### src/hw/rtl/sequential_list_engine_macros.svh
// Assertion macros used by the list engine module.
`ifndef SEQUENTIAL_LIST_ENGINE_MACROS_SVH
`define SEQUENTIAL_LIST_ENGINE_MACROS_SVH

// Checks an implication on every rising edge outside reset.
`define SLE_ASSERT_IMP(lbl, ante, cons) \
    lbl: assert property (@(posedge i_clk) disable iff (!i_rst_n) (ante) |-> (cons)) \
        else $error("sle assertion failed");

// Checks that the consequent holds in the cycle after the antecedent, on every rising edge outside reset.
`define SLE_ASSERT_NXT(lbl, ante, cons) \
    lbl: assert property (@(posedge i_clk) disable iff (!i_rst_n) (ante) |=> (cons)) \
        else $error("sle assertion failed");

`endif

### src/hw/rtl/sle_pkg.sv
`default_nettype none
package sle_pkg;
    localparam int CAPACITY   = 32;
    localparam int DATA_WIDTH = 32;
    localparam int ADDR_W     = $clog2(CAPACITY);
    localparam int CNT_W      = $clog2(CAPACITY + 1);
    localparam int POS_W      = 7;
    localparam int KIND_W     = 3;

    localparam logic [KIND_W-1:0] K_APPEND = 3'd0;
    localparam logic [KIND_W-1:0] K_INSERT = 3'd1;
    localparam logic [KIND_W-1:0] K_DELAT  = 3'd2;
    localparam logic [KIND_W-1:0] K_DELVAL = 3'd3;
    localparam logic [KIND_W-1:0] K_SORT   = 3'd4;
    localparam logic [KIND_W-1:0] K_LSRCH  = 3'd5;
    localparam logic [KIND_W-1:0] K_BSRCH  = 3'd6;
    localparam logic [KIND_W-1:0] K_DUMP   = 3'd7;

    typedef logic [DATA_WIDTH-1:0] t_word;
endpackage
`default_nettype wire

### src/hw/rtl/sle_mem.sv
`default_nettype none
module sle_mem #(
    parameter int DEPTH = 32,
    parameter int WIDTH = 32
) (
    input  wire logic                     i_clk,
    input  wire logic                     i_we,
    input  wire logic [$clog2(DEPTH)-1:0] i_waddr,
    input  wire logic [WIDTH-1:0]         i_wdata,
    input  wire logic                     i_re,
    input  wire logic [$clog2(DEPTH)-1:0] i_raddr,
    output logic      [WIDTH-1:0]         o_rdata
);
    logic [WIDTH-1:0] r_mem [DEPTH];

    always_ff @(posedge i_clk) begin
        if (i_we) begin
            r_mem[i_waddr] <= i_wdata;
        end
        if (i_re) begin
            o_rdata <= r_mem[i_raddr];
        end
    end
endmodule
`default_nettype wire

### src/hw/rtl/sequential_list_engine.sv
// The engine keeps a packed list of up to 32 unsigned 32-bit words and runs one
// operation per input word, during which it stalls its input. Every operation
// gives one result word except dump, which gives one per entry, or one status
// word when the list is empty. All work goes through a list memory with one
// write port and a registered read port, and one shared comparator, so each
// element read costs a read state and then a compare, write or output state.
// No clearing pass follows reset; the count alone marks the valid entries.
`default_nettype none
`include "sequential_list_engine_macros.svh"
module sequential_list_engine
    import sle_pkg::*;
(
    input  wire logic                  i_clk,
    input  wire logic                  i_rst_n,
    input  wire logic                  i_valid,
    output logic                       o_stall,
    input  wire logic [KIND_W-1:0]     i_kind,
    input  wire logic [POS_W-1:0]      i_position,
    input  wire logic [31:0]           i_value,
    output logic                       o_valid,
    input  wire logic                  i_stall,
    output logic                       o_status,
    output logic [31:0]                o_data,
    output logic [CNT_W-1:0]           o_count,
    output logic                       o_last
);
    localparam logic [3:0] S_IDLE    = 4'd0;
    localparam logic [3:0] S_INS_RD  = 4'd1;
    localparam logic [3:0] S_INS_WR  = 4'd2;
    localparam logic [3:0] S_DEL_RD  = 4'd3;
    localparam logic [3:0] S_DEL_WR  = 4'd4;
    localparam logic [3:0] S_SCN_RD  = 4'd5;
    localparam logic [3:0] S_SCN_CMP = 4'd6;
    localparam logic [3:0] S_SRT_I   = 4'd7;
    localparam logic [3:0] S_SRT_LD  = 4'd8;
    localparam logic [3:0] S_SRT_RD  = 4'd9;
    localparam logic [3:0] S_SRT_CMP = 4'd10;
    localparam logic [3:0] S_BIN_RD  = 4'd11;
    localparam logic [3:0] S_BIN_CMP = 4'd12;
    localparam logic [3:0] S_DMP_RD  = 4'd13;
    localparam logic [3:0] S_DMP_OUT = 4'd14;
    localparam logic [3:0] S_DONE    = 4'd15;

    logic [3:0]              r_state, n_state;
    logic [CNT_W-1:0]        r_count, n_count;
    logic [CNT_W-1:0]        r_i, n_i;
    logic [CNT_W-1:0]        r_j, n_j;
    logic [CNT_W-1:0]        r_p, n_p;
    logic signed [CNT_W:0]   r_lo, n_lo;
    logic signed [CNT_W:0]   r_hi, n_hi;
    logic [KIND_W-1:0]       r_kind, n_kind;
    t_word                   r_val, n_val;
    t_word                   r_hold, n_hold;
    logic                    r_ok, n_ok;
    logic                    r_ovalid, n_ovalid;
    logic                    r_ostatus, n_ostatus;
    t_word                   r_odata, n_odata;
    logic [CNT_W-1:0]        r_ocount, n_ocount;
    logic                    r_olast, n_olast;

    logic                    we, re;
    logic [ADDR_W-1:0]       waddr, raddr;
    t_word                   wdata, rdata;
    t_word                   cmp_a, cmp_b;
    logic                    cmp_eq, cmp_gt;
    logic                    accept, out_free;
    logic [POS_W-1:0]        cnt_ext;
    logic signed [CNT_W:0]   bin_sum;
    logic [CNT_W-1:0]        bin_mid;

    sle_mem #(.DEPTH(CAPACITY), .WIDTH(DATA_WIDTH)) u_mem (
        .i_clk  (i_clk),
        .i_we   (we),
        .i_waddr(waddr),
        .i_wdata(wdata),
        .i_re   (re),
        .i_raddr(raddr),
        .o_rdata(rdata)
    );

    assign accept   = i_valid && !o_stall;
    assign out_free = !r_ovalid || !i_stall;
    assign cnt_ext  = POS_W'(r_count);
    assign bin_sum  = r_lo + r_hi;
    assign bin_mid  = CNT_W'(bin_sum[CNT_W:1]);

    // The one comparator, shared by the searches and the sort.
    always_comb begin
        cmp_a = rdata;
        cmp_b = r_val;
        if (r_state == S_SRT_CMP) begin
            cmp_a = r_hold;
            cmp_b = rdata;
        end
    end
    assign cmp_eq = (cmp_a == cmp_b);
    assign cmp_gt = (cmp_a > cmp_b);

    always_comb begin
        n_state   = r_state;
        n_count   = r_count;
        n_i       = r_i;
        n_j       = r_j;
        n_p       = r_p;
        n_lo      = r_lo;
        n_hi      = r_hi;
        n_kind    = r_kind;
        n_val     = r_val;
        n_hold    = r_hold;
        n_ok      = r_ok;
        n_ovalid  = r_ovalid && i_stall;
        n_ostatus = r_ostatus;
        n_odata   = r_odata;
        n_ocount  = r_ocount;
        n_olast   = r_olast;
        we        = 1'b0;
        re        = 1'b0;
        waddr     = r_j[ADDR_W-1:0];
        raddr     = r_j[ADDR_W-1:0];
        wdata     = rdata;
        unique case (r_state)
            S_IDLE: begin
                if (accept) begin
                    n_kind = i_kind;
                    n_val  = t_word'(i_value);
                    n_ok   = 1'b0;
                    n_j    = '0;
                    n_state = S_DONE;
                    unique case (i_kind) inside
                        K_APPEND: begin
                            if (r_count < CNT_W'(CAPACITY)) begin
                                we      = 1'b1;
                                waddr   = r_count[ADDR_W-1:0];
                                wdata   = t_word'(i_value);
                                n_count = r_count + 1'b1;
                                n_ok    = 1'b1;
                            end
                        end
                        K_INSERT: begin
                            if (i_position >= POS_W'(1) && i_position <= cnt_ext + 1'b1
                                && r_count < CNT_W'(CAPACITY)) begin
                                n_j     = r_count;
                                n_p     = CNT_W'(i_position - 1'b1);
                                n_state = S_INS_RD;
                            end
                        end
                        K_DELAT: begin
                            if (i_position >= POS_W'(1) && i_position <= cnt_ext) begin
                                n_j     = CNT_W'(i_position - 1'b1);
                                n_state = S_DEL_RD;
                            end
                        end
                        K_DELVAL, K_LSRCH: n_state = S_SCN_RD;
                        K_SORT: begin
                            n_i     = '0;
                            n_state = S_SRT_I;
                        end
                        K_BSRCH: begin
                            n_lo    = '0;
                            n_hi    = $signed({1'b0, r_count}) - 2'sd1;
                            n_state = S_BIN_RD;
                        end
                        default: begin
                            if (r_count != '0) begin
                                n_state = S_DMP_RD;
                            end
                        end
                    endcase
                end
            end
            S_INS_RD: begin
                if (r_j > r_p) begin
                    re      = 1'b1;
                    raddr   = ADDR_W'(r_j - 1'b1);
                    n_state = S_INS_WR;
                end else begin
                    we      = 1'b1;
                    waddr   = r_p[ADDR_W-1:0];
                    wdata   = r_val;
                    n_count = r_count + 1'b1;
                    n_ok    = 1'b1;
                    n_state = S_DONE;
                end
            end
            S_INS_WR: begin
                we      = 1'b1;
                n_j     = r_j - 1'b1;
                n_state = S_INS_RD;
            end
            S_DEL_RD: begin
                if (r_j + 1'b1 < r_count) begin
                    re      = 1'b1;
                    raddr   = ADDR_W'(r_j + 1'b1);
                    n_state = S_DEL_WR;
                end else begin
                    n_count = r_count - 1'b1;
                    n_ok    = 1'b1;
                    n_state = S_DONE;
                end
            end
            S_DEL_WR: begin
                we      = 1'b1;
                n_j     = r_j + 1'b1;
                n_state = S_DEL_RD;
            end
            S_SCN_RD: begin
                if (r_j < r_count) begin
                    re      = 1'b1;
                    n_state = S_SCN_CMP;
                end else begin
                    n_state = S_DONE;
                end
            end
            S_SCN_CMP: begin
                if (cmp_eq) begin
                    if (r_kind == K_DELVAL) begin
                        n_state = S_DEL_RD;
                    end else begin
                        n_ok    = 1'b1;
                        n_state = S_DONE;
                    end
                end else begin
                    n_j     = r_j + 1'b1;
                    n_state = S_SCN_RD;
                end
            end
            S_SRT_I: begin
                if (r_i < r_count) begin
                    re      = 1'b1;
                    raddr   = r_i[ADDR_W-1:0];
                    n_state = S_SRT_LD;
                end else begin
                    n_ok    = 1'b1;
                    n_state = S_DONE;
                end
            end
            S_SRT_LD: begin
                n_hold  = rdata;
                n_j     = r_i + 1'b1;
                n_state = S_SRT_RD;
            end
            S_SRT_RD: begin
                if (r_j < r_count) begin
                    re      = 1'b1;
                    n_state = S_SRT_CMP;
                end else begin
                    we      = 1'b1;
                    waddr   = r_i[ADDR_W-1:0];
                    wdata   = r_hold;
                    n_i     = r_i + 1'b1;
                    n_state = S_SRT_I;
                end
            end
            S_SRT_CMP: begin
                if (cmp_gt) begin
                    we     = 1'b1;
                    wdata  = r_hold;
                    n_hold = rdata;
                end
                n_j     = r_j + 1'b1;
                n_state = S_SRT_RD;
            end
            S_BIN_RD: begin
                if (r_lo <= r_hi) begin
                    re      = 1'b1;
                    raddr   = bin_mid[ADDR_W-1:0];
                    n_j     = bin_mid;
                    n_state = S_BIN_CMP;
                end else begin
                    n_state = S_DONE;
                end
            end
            S_BIN_CMP: begin
                n_state = S_BIN_RD;
                if (cmp_gt) begin
                    n_hi = $signed({1'b0, r_j}) - 2'sd1;
                end else if (!cmp_eq) begin
                    n_lo = $signed({1'b0, r_j}) + 2'sd1;
                end else begin
                    n_ok    = 1'b1;
                    n_state = S_DONE;
                end
            end
            S_DMP_RD: begin
                re      = 1'b1;
                n_state = S_DMP_OUT;
            end
            S_DMP_OUT: begin
                if (out_free) begin
                    n_ovalid  = 1'b1;
                    n_ostatus = 1'b1;
                    n_odata   = rdata;
                    n_ocount  = r_count;
                    n_olast   = (r_j + 1'b1 == r_count);
                    n_j       = r_j + 1'b1;
                    n_state   = (r_j + 1'b1 == r_count) ? S_IDLE : S_DMP_RD;
                end
            end
            S_DONE: begin
                if (out_free) begin
                    n_ovalid  = 1'b1;
                    n_ostatus = r_ok;
                    n_odata   = '0;
                    n_ocount  = r_count;
                    n_olast   = 1'b1;
                    n_state   = S_IDLE;
                end
            end
            default: n_state = S_IDLE;
        endcase
    end

    always_ff @(posedge i_clk) begin
        if (!i_rst_n) begin
            r_state  <= S_IDLE;
            r_count  <= '0;
            r_ovalid <= 1'b0;
        end else begin
            r_state  <= n_state;
            r_count  <= n_count;
            r_ovalid <= n_ovalid;
        end
        r_i       <= n_i;
        r_j       <= n_j;
        r_p       <= n_p;
        r_lo      <= n_lo;
        r_hi      <= n_hi;
        r_kind    <= n_kind;
        r_val     <= n_val;
        r_hold    <= n_hold;
        r_ok      <= n_ok;
        r_ostatus <= n_ostatus;
        r_odata   <= n_odata;
        r_ocount  <= n_ocount;
        r_olast   <= n_olast;
    end

    assign o_stall  = (r_state != S_IDLE);
    assign o_valid  = r_ovalid;
    assign o_status = r_ostatus;
    assign o_data   = 32'(r_odata);
    assign o_count  = r_ocount;
    assign o_last   = r_olast;

    `SLE_ASSERT_IMP(a_count_cap, 1'b1, r_count <= CNT_W'(CAPACITY))
    `SLE_ASSERT_NXT(a_accept_busy, accept, r_state != S_IDLE)
    `SLE_ASSERT_NXT(a_count_step, r_state != S_IDLE,
        r_count == $past(r_count) || r_count == $past(r_count) + 1'b1
        || r_count == $past(r_count) - 1'b1)
    `SLE_ASSERT_IMP(a_dump_data, o_valid && !o_status, o_data == '0)
endmodule
`default_nettype wire

### config.mk
export PLATFORM = sky130hd
export DESIGN_NAME = sequential_list_engine
export DESIGN_NICKNAME = d
export VERILOG_FILES = /design/src/hw/rtl/sle_pkg.sv /design/src/hw/rtl/sle_mem.sv /design/src/hw/rtl/sequential_list_engine.sv
export VERILOG_INCLUDE_DIRS = /design/src /design/src/hw/rtl
export SDC_FILE = /design/constraint.sdc
export NUM_CORES = 2
export LEC_CHECK = 0
export ABC_CLOCK_PERIOD_IN_PS = 7100
export BUFFER_PORTS_ARGS = -buffer_cell sky130_fd_sc_hd__buf_2
export CORE_ASPECT_RATIO = 1.5
export CORE_UTILIZATION = 30
export CTS_CLUSTER_SIZE = 14
export DETAILED_ROUTE_END_ITERATION = 16
export PLACE_DENSITY = 0.43
export SYNTH_ARGS = -nofsm -noshare
export SYNTH_HDL_FRONTEND = slang
export SYNTH_SLANG_ARGS = --single-unit
### constraint.sdc
create_clock -name i_clk -period 7.1 [get_ports i_clk]
set_input_delay 0.355 -clock i_clk [delete_from_list [all_inputs] [get_ports i_clk]]
set_output_delay 0.355 -clock i_clk [all_outputs]
set_load 0.05 [all_outputs]
==> summary.txt <==
Run status
  – Status: completed

Floorplan
  – # rows: 188
  – IO Count: 88
  – Area of the die: 0.179 mm2
  – Starting Density: 0.303
  – Die width: 346 um
  – Placeable Area: 0.175 mm2
  – Die height: 518 um

Worst setup path
  – CP max FO: 55
  – Worst Setup Start Kind: flip-flop
  – R2R Path Start: r_state[0]$_SDFFE_PN0P_
  – Setup CP Type: reg -> reg
  – Worst setup path startpoint: r_state[0]$_SDFFE_PN0P_
  – Crit. End Element: flip-flop
  – Worst Path Required: 7.46 ns
  – Crit path DAT: 6.48 ns

Timing
  – Final setup vio count: 0
  – Period Utilization, post-route: 0.863
  – Max-slew headroom: 0.127
  – Worst-Margin Slew: 1.31 ns
  – Setup TNS: 0 ns
  – RSZ-0062 raised after global routing: false
  – WHS: 0.0546 ns
  – Min Tclk post-route: 6.13 ns
  – FMAX: 163 MHz
  – Clk_skew: 0.0359 ns
  – Final Hold Vio Count: 0
  – Slew Viols, Final: 0

Detailed routing
  – Via count: 35100
  – Final ANT Viol Nets: 0
  – Per-cell routed wire length: 29.8 um
  – DR WL met3: 8890 um
  – DRT Wirelength: 191000 um
  – Initial DRT Pass Iterations: 5
  – Vias per Instance: 5.47
  – Metal1 wirelength: 78200 um
  – Number of remaining DRC errors: 0
  – DRT iter0 DRCs: 3198
  – Met2 wire len: 98700 um
  – Max Used Layer: met4

Power
  – Sequential power share: 0.357
  – Logic pwr share: 0.455
  – Clock network fraction of total power: 0.189
  – VDD IR max: 0.000516 V
  – PwrDens: 559 mW/mm2
  – Sw power: 14.7 mW
  – Pint: 19.6 mW
  – Total power after layout: 34.3 mW
  – Leak: 20.5 nW
  – Switching Fraction: 0.429

Clock network
  – Post-cts gate resize count: 0
  – CTS tree: built
  – Reg clk slew, reported paths: 0.07 ns
  – CTS H-Tree Depth: 3
  – Clk_lat worst skew: 0.76 ns
  – Root Buffer: clkbuf_16
  – Sink Count: 1207
  – Clock Path Buffers: 3
  – CTS Buf Count: 115

Logic synthesis
  – Yosys reg bits: 1207
  – Netlist cell types: 78
  – Post-synth EDFFs: 1196
  – Cells after Synth: 3930
  – Post-synth ARST share: 0
  – Register area share after synthesis: 0.680
  – Mapped Nets: 4071
  – Yosys top cell area share: 0.675
  – Top cells by area, synth: edfxtp_1 68%, nand2_1 3.9%, a211oi_1 2.8%
  – Synth warn: 0
  – Synthesized area: 0.0532 mm2
  – Yosys top cell by area: edfxtp_1
  – Syn avg cell area: 13.5 um2
  – Most common cell in the netlist: edfxtp_1
  – Most used flip-flop cell after synthesis: edfxtp_1
  – Commonest cells post-synth: 1196 x edfxtp_1, 549 x nand2_1, 201 x and3_1

Finish
  – Fillcell total: 16900
  – Area grow syn2layout: 15.5%
  – Layout cells sized above 1: 0.139
  – Cell area after layout: 0.0614 mm2
  – Nets: 4178

Global route
  – Vias in the first global route: 35000
  – Total Routing Usage GR: 0.209
  – Antenna violations before repair: 4
  – Total gr overflow: 0
  – Largest net degree at the start of global routing: 193
  – First-pass GRT wire length: 269000 um

Job
  – Max cap viols: 0

Placed design
  – HPWL Detailed: 106000 um
  – Post-DP Area: 0.0571 mm2
  – IO Port Bufs: 87
  – GPL Wtd Cong: 0.861

Hold path
  – Hold Path Class: in -> reg
  – Hold_sp: i_position[2]
area by class of cell:
class                           count  area (um2)  share of cell area
Antenna cell                        1        2.50           0.0000408
Clock buffer                      143        3030              0.0494
Clock inverter                     72         835              0.0136
Inverter                           47         176             0.00287
Multi-Input combinational cell   2403       16200               0.263
Sequential cell                  1207       36100               0.588
Tap cell                         2280        2850              0.0465
Timing Repair Buffer              263        2220              0.0361
what timing repair did:
| item | CTS | global route |
|---|---|---|
| endpoints found under the hold margin | 47 | 0 |
| hold buffers | 39 | 0 |
| setup buffers | 0 | 0 |
final timing paths:
path,end,slack (ns),cells past startpoint
hold / removal,r_p[2]$_DFFE_PP_,0.05,2
hold reg to reg,o_status$_SDFFCE_PP1P_,0.53,1
setup / recovery,u_mem.r_mem[19][25]$_DFFE_PP_,0.97,19
setup reg to reg,u_mem.r_mem[19][25]$_DFFE_PP_,0.97,19
critical path, cell delays in order (launching register included):
cell       delay [ns]
dfxtp_1          0.31
inv_1            0.17
nand2_1          0.17
nor2_4           0.13
buf_12           0.31
mux2_2           0.39
ha_1             0.29
a21o_1           0.18
a21o_1           0.18
a21o_1           0.17
a2111oi_0        0.43
o21ai_0          0.19
buf_4            0.19
and3b_1          0.19
a2111oi_2        0.42
buf_4            0.23
nand2b_2         0.18
buf_4            0.34
o21a_1           0.17
o22a_1           0.99
kinds of logic (layout without fill, tap and decap cells):
family / after synthesis / after routing / share of synthesized area
adders and majority gates: 96 / 96 / 0.0228
DFF: 1207 / 1207 / 0.680
AOI/OAI and AO/OA: 877 / 877 / 0.118
and+or+nand+nor: 1203 / 1203 / 0.108
xor gates and xnor gates: 30 / 30 / 0.00494
other: 0 / 1 / 0
muxes: 197 / 197 / 0.0409
buffers and inverters: 320 / 525 / 0.0256
cell usage in the layout (no fill, tap or decap), drive strengths merged, types with 92 or more instances in the layout:
master,n
a31oi,105
nand2,550
clkbuf,143
mux2,160
nor2,92
a211oi,197
and3,201
edfxtp,1196
ha,93
a21oi,143
buf,224
nand3,161
o21ai,100
flip-flops by register name, indices dropped and copies added, names as in the netlist, 3 cells and up:
| name | cells |
|---|---|
| r_count | 6 |
| r_i | 6 |
| r_lo | 7 |
| r_state | 4 |
| r_val | 32 |
| u_mem.o_rdata | 32 |
| u_mem.r_mem | 1024 |
| r_p | 6 |
| r_kind | 3 |
| o_count | 6 |
| o_data | 32 |
| r_j | 6 |
| r_hi | 7 |
| r_hold | 32 |
metrics by stage:
| step | worst slack, ns | util | std cells |
|---|---|---|---|
| 2_1_floorplan | 0.0301 | - | 3930 |
| 3_3_place_gp | 1.02 | 0.326 | 6161 |
| 3_5_place_dp | 0.944 | 0.326 | 6161 |
| 4_1_cts | 0.922 | 0.350 | 6415 |
| 5_1_grt | 0.599 | 0.350 | 6416 |
| 6_report | 0.972 | 0.350 | 6416 |
routing by layer:
metal	track usage	vias to the layer above
met3	0.0208	255
li1	-	15500
met4	0.0686	0
met1	0.259	18200
met5	0	-
met2	0.379	1112
power groups by stage:
stage | logic, mW | clock network (mW) | registers [mW]
after global routing | 16.7 | 6.82 | 12.3
after CTS | 15.7 | 6.60 | 12.2
after global placement | 15.5 | 0 | 12.4
after floorplan | 9.13 | 0 | 12.0
after detailed placement | 15.6 | 0 | 12.4
final | 15.6 | 6.48 | 12.2
Power figures use the tool's default switching activity.
